--- config.mk ---
export PLATFORM = sky130hd
export DESIGN_NAME = ibca_queue
export DESIGN_NICKNAME = d
export VERILOG_FILES = /design/src/rtl/core/ibca_pkg.sv /design/src/rtl/core/ibca_queue.sv
export SDC_FILE = /design/constraint.sdc
export NUM_CORES = 1
export LEC_CHECK = 0
export ABC_AREA = 1
export BUFFER_PORTS_ARGS = -buffer_cell sky130_fd_sc_hd__buf_2
export CAP_MARGIN = 5
export CORE_UTILIZATION = 52
export DETAILED_ROUTE_END_ITERATION = 8
export HOLD_SLACK_MARGIN = 0.02
export PLACE_DENSITY = 0.79
export RECOVER_POWER = 50
export SLEW_MARGIN = 5
export SYNTH_ARGS = -nofsm -noshare
export SYNTH_HDL_FRONTEND = slang
export SYNTH_SLANG_ARGS = --single-unit
--- constraint.sdc ---
create_clock -name clk -period 3.63 [get_ports clk]
set_input_delay 0 -clock clk [delete_from_list [all_inputs] [get_ports clk]]
set_output_delay 0 -clock clk [all_outputs]
set_load 0.005 [all_outputs]
--- src/rtl/core/ibca_pkg.sv ---
// Shared types and constants for the interval bin count accumulator.
// This package has no dependencies. Every module in rtl/core imports it.
package ibca_pkg;

  // Storage sizes.
  localparam int MAX_BINS    = 1024;
  localparam int MAX_SAMPLES = 64;
  localparam int QUEUE_DEPTH = 2;

  // Field and register widths.
  localparam int SLOT_W     = 10;
  localparam int SAMPLE_W   = 6;
  localparam int BIN_CNT_W  = 11;
  localparam int SAMP_CNT_W = 7;
  localparam int DATA_W     = 32;
  localparam int MAT_AW     = SLOT_W + SAMPLE_W;
  localparam int CFG_DATA_W = 11;
  localparam int FILL_W     = 2;

  // Limits in register width.
  localparam logic [BIN_CNT_W-1:0]  BINS_LIMIT    = 11'd1024;
  localparam logic [SAMP_CNT_W-1:0] SAMPLES_LIMIT = 7'd64;
  localparam logic [FILL_W-1:0]     FILL_LIMIT    = 2'd2;

  // Request modes.
  localparam logic [1:0] MODE_LOAD = 2'd0;
  localparam logic [1:0] MODE_ACC  = 2'd1;
  localparam logic [1:0] MODE_READ = 2'd2;

  // Configuration register indexes.
  localparam logic CFG_BIN_COUNT    = 1'b0;
  localparam logic CFG_SAMPLE_COUNT = 1'b1;

  // Classified request passed from the front to the back.
  typedef struct packed {
    logic [1:0]          mode;
    logic [SLOT_W-1:0]   bin;
    logic                miss;
    logic [SAMPLE_W-1:0] sample_id;
    logic [DATA_W-1:0]   copies;
  } op_t;

  // One result as it waits for the consumer.
  typedef struct packed {
    logic [SLOT_W-1:0] bin_index;
    logic              miss;
    logic [DATA_W-1:0] cell_value;
    logic              saturated;
  } result_t;

endpackage

--- src/rtl/core/ibca_queue.sv ---
// Two-entry request queue between the search front and the count back.
// Depends on ibca_pkg for op_t and the queue depth.
module ibca_queue import ibca_pkg::*; (
  input  logic clk,
  input  logic rst,
  input  logic push,
  input  op_t  push_op,
  output logic full,
  input  logic pop,
  output op_t  pop_op,
  output logic empty
);

  op_t               entries [QUEUE_DEPTH];
  logic              wr_ptr;
  logic              rd_ptr;
  logic [FILL_W-1:0] fill;
  logic              do_push;
  logic              do_pop;

  assign full    = (fill == FILL_LIMIT);
  assign empty   = (fill == '0);
  assign do_push = push && !full;
  assign do_pop  = pop && !empty;
  assign pop_op  = entries[rd_ptr];

  // Pointers and fill level.
  always_ff @(posedge clk) begin
    if (rst) begin
      wr_ptr <= 1'b0;
      rd_ptr <= 1'b0;
      fill   <= '0;
    end else begin
      if (do_push) begin
        wr_ptr <= wr_ptr + 1'b1;
      end
      if (do_pop) begin
        rd_ptr <= rd_ptr + 1'b1;
      end
      case ({do_push, do_pop})
        2'b10:   fill <= fill + 1'b1;
        2'b01:   fill <= fill - 1'b1;
        default: fill <= fill;
      endcase
    end
  end

  // Entry storage needs no reset.
  always_ff @(posedge clk) begin
    if (do_push) begin
      entries[wr_ptr] <= push_op;
    end
  end

  // The fill level never passes the depth.
  assert property (@(posedge clk) disable iff (rst) fill <= FILL_LIMIT)
    else $error("request queue overfilled");

endmodule

## Word level (Yosys, flattened, before mapping)

Memories as Yosys holds them, arrays and structs flattened. A register that Yosys moved wholly into a read port is not among the register bits.
Cells that the tools add are included.

- Bits in registers: 4
- Memory bits (writable): 102
- Word-level logic and storage cells: 22
- Memories kept: 1

- Add/sub/neg operators: 4
- Equal/unequal tests: 3
- Multiplexer cells: 5
- Reductions and logical operators: 6

Memory list:

| name | words | bits a word | rd ports | clocked after memory_dff | write ports | RTL line | source |
|---|---|---|---|---|---|---|---|
| entries | 2 | 51 | 1 | 1 | 1 | ibca_queue.sv:14 | `op_t entries [QUEUE_DEPTH];` |

Operators by type and width:

| kind | count |
|---|---|
| 2-bit == test, second input constant | 2 |
| 1-bit 2-to-1 mux | 4 |
| 2-bit case mux with 2 select lines | 1 |
| 1-bit adder, second input constant | 2 |
| 2-bit by 1-bit adder with 2-bit output, second input constant | 1 |
| 2-bit by 1-bit == test with 1-bit output, second input constant | 1 |
| 1-bit logical AND | 2 |
| 1-bit zero test | 2 |
| 2-bit zero test | 1 |
| 2-bit nonzero test | 1 |
| 2-bit by 1-bit subtractor with 2-bit output, second input constant | 1 |

## Longest topological paths before layout

Gate-level depths: netlist (run 1).

- Depth in word-level cells: 5
- Gate-level depth with buffers: 10
- Mapped depth without buffers: 10

## Least setup slack after synthesis (run 1)

No wires, ideal clock.

- Path type: reg-to-reg
- From: reg fill[0]
- To: mem entries[0][0] in the netlist's numbering, enable pin
- Library setup time: 0.460 ns
- Data arrival time: 2.801 ns
- Required time: 3.170 ns
- Slack: 0.370 ns
- Stages on the path, launching flop included: 5
- Buffers on the path: 0
- Path through: dfxtp_1 -> nor2_1 -> nor2_1 -> inv_1 -> nor2_1

- Cells in the longest elaborated chain, start to end: 5

RTL lines:

| item | RTL line | source |
|---|---|---|
| from (decl) | ibca_queue.sv:17 | `logic [FILL_W-1:0] fill;` |
| from (signal assigned) | ibca_queue.sv:41 | `2'b10: fill <= fill + 1'b1;` |
| from (signal assigned) | ibca_queue.sv:42 | `2'b01: fill <= fill - 1'b1;` |
| from (signal assigned) | ibca_queue.sv:43 | `default: fill <= fill;` |
| 2-bit == test | ibca_queue.sv:21 | `assign full = (fill == FILL_LIMIT);` |
| net full | ibca_queue.sv:8 | `output logic full,` |
| 1-bit zero test | ibca_queue.sv:23 | `assign do_push = push && !full;` |
| 1-bit logical AND | ibca_queue.sv:23 |  |
| 1-bit 2-to-1 mux | ibca_queue.sv:50 | `if (do_push) begin` |
| 1-bit 2-to-1 mux (not written as such) | ibca_queue.sv:51 | `entries[wr_ptr] <= push_op;` |
| to (decl) | ibca_queue.sv:14 |  |

The timed path passes the listed nets, and every way through them passes these cells.

==> results of run 1 <==
-- final timing paths --
check	start	endpoint	slack, ns	cells past startpoint
worst min-delay path	push	wr_ptr	0.05	5
worst max-delay path	flip-flop	pop_op[31]	1.24	2
worst min register to register	rd_ptr	rd_ptr	0.53	2
worst max register to register	fill[0]	entries[1][31]	1.64	4
-- cell type report --
cell class	count	area [um2]	area share
tap	102	128	0.0233
clock inverter	6	113	0.0206
multi-input combinational	77	881	0.161
sequential	107	3160	0.579
inverter	9	33.8	0.00618
timing repair buffer	160	1020	0.187
clock buffer	9	124	0.0227
-- layout by cell type, fill, tap and decap left out --
master,netlist,layout
edfxtp_1,102,102
dfxtp_1,5,4
dlygate4sd3_1,0,52
a21oi_1,1,1
clkbuf_8,0,9
ha_1,1,1
inv_6,0,2
mux2_2,1,1
mux2_4,50,50
clkbuf_1,0,41
o21ai_0,1,1
dfxtp_2,0,1
nor2_1,14,13
clkinv_2,0,1
nand2_1,8,8
buf_2,0,66
nand4_1,1,1
nor2_4,0,1
inv_2,0,1
buf_12,5,1
inv_1,9,8
bufinv_16,0,3
-- metrics by stage --
stage                     setup slack (ns)  area, um2
after floorplan                      0.370       4180
after global placement                1.71       4760
after detailed placement              1.65       4760
after CTS                             1.64       5520
after global routing                  1.07       5470
final                                 1.24       5470
-- metal layers --
metal	track usage	wire [um]	up-vias
met4	0.0516	80	0
met2	0.318	3740	80
met5	0	0	-
met1	0.200	2790	1077
li1	-	-	1078
met3	0.0431	291	6
-- sequential cells by signal, summed over array words and instances (netlist names), named ones only --
register	count
fill	2
entries	102
rd_ptr	1
wr_ptr	1
-- critical path, delay by kind of cell (launching register included) --
family | cells | cell delay (ns)
flip-flops | 1 | 1.47
multiplexers | 1 | 0.45
buffers and inverters | 1 | 0.13
-- power by group through the flow --
stage	sequential, W	combinational [W]	clock [W]
detailed placement	0.00164	0.000562	0
global placement	0.00164	0.000547	0
floorplan	0.00157	0.000453	0
CTS	0.00162	0.000609	0.000848
global route	0.00163	0.000661	0.000882
finish	0.00161	0.000610	0.000830
-- cells by family after synthesis --
family / after synthesis / share of synthesized area
DFF: 107 / 0.756
AOI/OAI and AO/OA: 2 / 0.00239
and+or+nand+nor: 23 / 0.0212
muxes: 51 / 0.182
adders and majority gates: 1 / 0.00299
buffers and inverters: 15 / 0.0347
==> results.md, run 1 <==
- Status: finished with violations
- Failing checks: max-capacitance violations, max-slew violations
- Avg Synthesized Cell Area: 21.0 um2
- Worst-Margin Slew: 1.69 ns
- Placed cells: 403
- Hold Fails Final Rpt: 0
- Post CTS Setup Buffer Count: 0
- Total number of vias: 2,241
- Cell Pwr Density: 558 nW/um2
- Io pins: 108
- I/O Buffers: 107
- Minimum clock period: 2.39 ns
- Fin Setup TNS: 0 ns
- Pre-antenna DRT Iters: 4
- Vias per cell: 4.77
- Overflow after GRT: 0
- Antenna violations before repair: 0
- Final Util: 0.704
- Final layout net count: 420
- DR WL/cell: 14.7 um
- CP Launch Type: flip-flop
- Pin count of the biggest net entering global routing: 52
- Design Power: 0.00305 W
- Rel. slew slack: -0.124
- Switching pwr: 0.000708 W
- Die ar.: 8400 um2
- Gate power share: 0.200
- Yosys warning total: 0
- Crit path DAT: 2.39 ns
- Slew Viols, Final: 52
- CTS tree: yes
- CP max FO: 51
- Crit-path max cell delay: 1.47 ns
- Residual DRC: 0
- Slowest-stage cell, CP: dfxtp_2
- Area Growth Syn to Fin: 30.8%
- Reg power frac: 0.528
- Starting density of the core: 0.538
- Internal cell power: 0.00234 W
- CTS Buf Count: 9
- Unrepaired setup endpoints after global routing: no
- Max-cap violations: 1
- Antenna Cells: 0
- Htree depth: 3
- Post-Route WL: 6.91 mm
- Switching Fraction: 0.232
- Hold Path Class: input pin to flip-flop
- Synth area leaders: edfxtp_1 (73%), mux2_4 (18%), buf_12 (2.4%), dfxtp_1 (2.4%), nor2_1 (1.3%)
- Final setup fails: 0
- HPWL after DPL: 4.05 mm
- Crit. End Element: primary output
- F_max: 0.418 GHz
- Tcrit/Tclk final: 0.659
- Netlist cell types: 13
- Cell with the most instances after synthesis: edfxtp_1
- Fin cells: 470
- Worst-Skew Late Latency: 0.34 ns
- Leak pwr: 2.11 nW
- Clock power frac: 0.272
- CTS Hold Buffers Added: 52
- Die Wd: 91.7 um
- Fraction of registers with async set/reset: 0
- Synthesized cell area: 4180 um2
- CTS sink count: 107
- Antenna-violating nets left: 0
- Top cell type by total area after synthesis: edfxtp_1
- RD Place Congestion: 0.661
- Skew final: 0.0105 ns
- Syn Nets: 255
- FP Rows: 32
- Sequential share of the synthesized area: 0.756
- Post_cts resized: 0
- Share of post-route cells with drive strength above 1: 0.370
- Max Root-Sink Buffers: 2
- Hold slack: 0.0498 ns
- WS Path Type: flip-flop to primary output
- Global-route wire length before repair: 11.0 mm
- Worst path required time: 3.63 ns
- 1st-iter DRT viols: 94
- Syn Inst Count: 199
- Die H: 91.7 um
- Post-synth EDFFs: 102
- Core region area: 7770 um2
- Synth top area share: 0.732
- Root buffer cell: clkbuf_8
- Post-synth top cells: edfxtp_1 (102), mux2_4 (50), nor2_1 (14), inv_1 (9), nand2_1 (8)
- Predominant post-synthesis flop cell: edfxtp_1
- Number of global-route vias before repair: 2,322
- Post-synthesis register bit count: 107
- Clock transition at the registers of the reported paths: 0.09 ns
- Tot GR Track Use: 0.174
- Critical path, cell by cell: mux2_2, buf_2
- Filler cells: 551
- Peak VDD IR: 0.000348 V
No activity file was read; power rests on OpenSTA's default activity.
==> run 2, diff against run 1 <==
--- a/config.mk
+++ b/config.mk
@@ -8,10 +8,10 @@
 export ABC_AREA = 1
 export BUFFER_PORTS_ARGS = -buffer_cell sky130_fd_sc_hd__buf_2
 export CAP_MARGIN = 5
-export CORE_UTILIZATION = 52
+export CORE_UTILIZATION = 47
 export DETAILED_ROUTE_END_ITERATION = 8
 export HOLD_SLACK_MARGIN = 0.02
-export PLACE_DENSITY = 0.79
+export PLACE_DENSITY = 0.75
 export RECOVER_POWER = 50
 export SLEW_MARGIN = 5
 export SYNTH_ARGS = -nofsm -noshare
==> constraint.sdc (replaced) <==
create_clock -name clk -period 2 [get_ports clk]
set_input_delay 0 -clock clk [delete_from_list [all_inputs] [get_ports clk]]
set_output_delay 0 -clock clk [all_outputs]
set_load 0.005 [all_outputs]
==> run 2 against run 1 <==
Against the previous run:
- the flow now finishes without violations
- power up 76%
- largest cell class unchanged
- count of clock-buffer cells in the layout is the same
- register-to-register slack got worse by 1.4 ns
- flip-flop and latch count stayed put
- via count up 2.4%
- global-route usage shrank 1.8 points
- die area is 10% higher
- utilization down 7.1 points
- combinational power increased by 89%
- hold slack improved by 0.023 ns
- cell area increased by 0.41%
- sequential power is 76% higher
==> results.md, run 2 (synthesis results as in run 1) <==
- Status: finished, final reports clean (was finished with violations)
- RD Place Congestion: 0.702 (was 0.661)
- Core region area: 8680 um2 (was 7770 um2)
- Most frequent cells in the layout: edfxtp_1 (102), buf_2 (72), dlygate4sd3_1 (53) (was edfxtp_1 (102), buf_2 (66), dlygate4sd3_1 (52))
- CTS sink count: 107 (unchanged)
- Area Growth Syn to Fin: 31.3% (was 30.8%)
- Slew Viols, Final: 0 (was 52)
- Max-cap violations: 0 (was 1)
- Pin count of the biggest net entering global routing: 33 (was 52)
- I/O Buffers: 107 (unchanged)
- Worst R2R End: entries[0][7] (was entries[1][31])
- Residual DRC: 0 (unchanged)
- Antenna Cells: 0 (unchanged)
- Crit path capture: entries[0][7] (was pop_op[31])
- Worst-Skew Late Latency: 0.35 ns (was 0.34 ns)
- DR WL/cell: 14.6 um (was 14.7 um)
- Worst-Margin Slew: 0.470 ns (was 1.69 ns)
- Io pins: 108 (unchanged)
- Final setup fails: 0 (unchanged)
- Number of global-route vias before repair: 2,258 (was 2,322)
- Leak pwr: 2.13 nW (was 2.11 nW)
- FP Rows: 34 (was 32)
- R2R depth: 5 (was 4)
- Total number of vias: 2,294 (was 2,241)
- 1st-iter DRT viols: 86 (was 94)
- Minimum clock period: 1.75 ns
- Area after DPL: 4850 um2 (was 4760 um2)
- Die H: 96.3 um (was 91.7 um)
- Final layout net count: 427 (was 420)
- Hold Path Class: input pin to flip-flop (unchanged)
- CTS tree: yes (unchanged)
- Rel. slew slack: 0.687 (was -0.124)
- Crit. Startpoint: fill[0]
- Worst R2R Start: fill[0] (unchanged)
- F_max: 0.571 GHz
- Post_cts resized: 0 (unchanged)
- Hold Fails Final Rpt: 0 (unchanged)
- Vias per cell: 4.74 (was 4.77)
- Pre-antenna DRT Iters: 5 (was 4)
- Crit path DAT: 1.75 ns (was 2.39 ns)
- Die Wd: 96.3 um (was 91.7 um)
- Tot GR Track Use: 0.156 (was 0.174)
- Tcrit/Tclk final: 0.876
- HPWL after DPL: 4.52 mm (was 4.05 mm)
- CP Launch Type: flip-flop (unchanged)
- Die ar.: 9280 um2 (was 8400 um2)
- Starting density of the core: 0.482 (was 0.538)
- Share of post-route cells with drive strength above 1: 0.378 (was 0.370)
- Antenna violations before repair: 0 (unchanged)
- Clock transition at the registers of the reported paths: 0.09 ns (about the same)
- Hold slack: 0.0728 ns (was 0.0498 ns)
- Regs by FF count: entries: 102 flops, fill: 2 flops (unchanged)
- Unrepaired setup endpoints after global routing: no (unchanged)
- Largest Register: entries (unchanged)
- Htree depth: 3 (unchanged)
- Global-route wire length before repair: 10.4 mm (was 11.0 mm)
- Max Root-Sink Buffers: 2 (unchanged)
- Number of flip-flops in the largest register: 102 (unchanged)
- Antenna-violating nets left: 0 (unchanged)
- Overflow after GRT: 0 (unchanged)
- WS Path Type: flip-flop to flip-flop (was flip-flop to primary output)
- Skew final: 0.00720 ns (was 0.0105 ns)
- Worst path required time: 1.99 ns (was 3.63 ns)
- Worst reg2reg setup slack: 0.25 ns (was 1.64 ns)
- CTS Buf Count: 9 (unchanged)
- Post-Route WL: 7.08 mm (was 6.91 mm)
- CP max FO: 32 (was 51)
- Peak VDD IR: 0.000534 V (was 0.000348 V)
- Cell Pwr Density: 981 nW/um2 (was 558 nW/um2)
- Crit. End Element: flip-flop (was primary output)
- Root buffer cell: clkbuf_8 (unchanged)
- Design area: 5490 um2 (was 5470 um2)
- Filler cells: 663 (was 551)
- Fin Setup TNS: 0 ns (unchanged)
- Commonest non-fill, non-tap cell in the layout: edfxtp_1 (unchanged)
-- run 2: cell count changes in the layout (fill, tap and decap cells not counted), sizes merged --
cell,before,now
buf,67,78
clkbuf,50,45
clkinvlp,0,2
bufinv,3,2
clkinv,1,2
dlygate4sd3,52,53
inv,11,10
-- run 2: layout make-up --
class	instances	area [um2]	share of cell area
Timing Repair Buffer	167	1090	0.199
Clock buffer	9	124	0.0226
Clock inverter	7	98.8	0.0180
Sequential cell	107	3170	0.577
Multi-Input combinational cell	77	836	0.152
Inverter	9	37.5	0.00684
Tap cell	108	135	0.0246
-- run 2: worst min-delay path by stage --
stage / start / to / slack [ns] / cells past startpoint
5_1_grt: pop / flip-flop / 0.16 / 5
3_3_place_gp: push_op[46] / entries[0][46] / 0.19 / 1
4_1_cts: pop / flip-flop / 0.04 / 5
6_report: pop / flip-flop / 0.07 / 5
2_1_floorplan: push_op[0] / entries[0][0] / 0.1 / 0
3_5_place_dp: push_op[13] / entries[0][13] / 0.19 / 1
-- run 2: where the power goes --
group,total (W),internal [W],switching (W)
Combinational,0.00115,0.000645,0.000508
Sequential,0.00283,0.00274,0.0000959
Clock,0.00140,0.000714,0.000685
Total,0.00538,0.00410,0.00129
-- run 2: metrics by stage --
step	setup WS, ns	utilization	instances	power [W]
after floorplan	0.150	-	199	0.00367
after global placement	0.586	0.558	415	0.00401
after CTS	0.347	0.645	484	0.00553
after detailed placement	0.471	0.558	415	0.00405
after global routing	0.161	0.633	484	0.00564
final	0.248	0.633	484	0.00538
-- run 2: what timing repair did --
item                                    4_1_cts  5_1_grt
hold buffers                                 53        0
endpoints found under the hold margin       107        0
buffers inserted                              0        0
endpoints found under the setup margin        0        0
-- run 2: routing by layer --
| layer | up-vias | GRT usage | part of all wire | wire (um) |
|---|---|---|---|---|
| li1 | 1096 | - | - | - |
| met1 | 1105 | 0.178 | 0.40 | 2820 |
| met2 | 81 | 0.280 | 0.53 | 3750 |
| met3 | 12 | 0.0324 | 0.052 | 368 |
| met4 | 0 | 0.0723 | 0.019 | 136 |
| met5 | - | 0 | 0 | 0 |
-- run 2: worst max-delay path: stages, from the launching register on --
cell	delay (ns)
dfxtp_1	0.41
nor2_1	0.09
nor2_1	0.18
inv_1	0.10
nor2_1	0.15
clkbuf_4	0.46
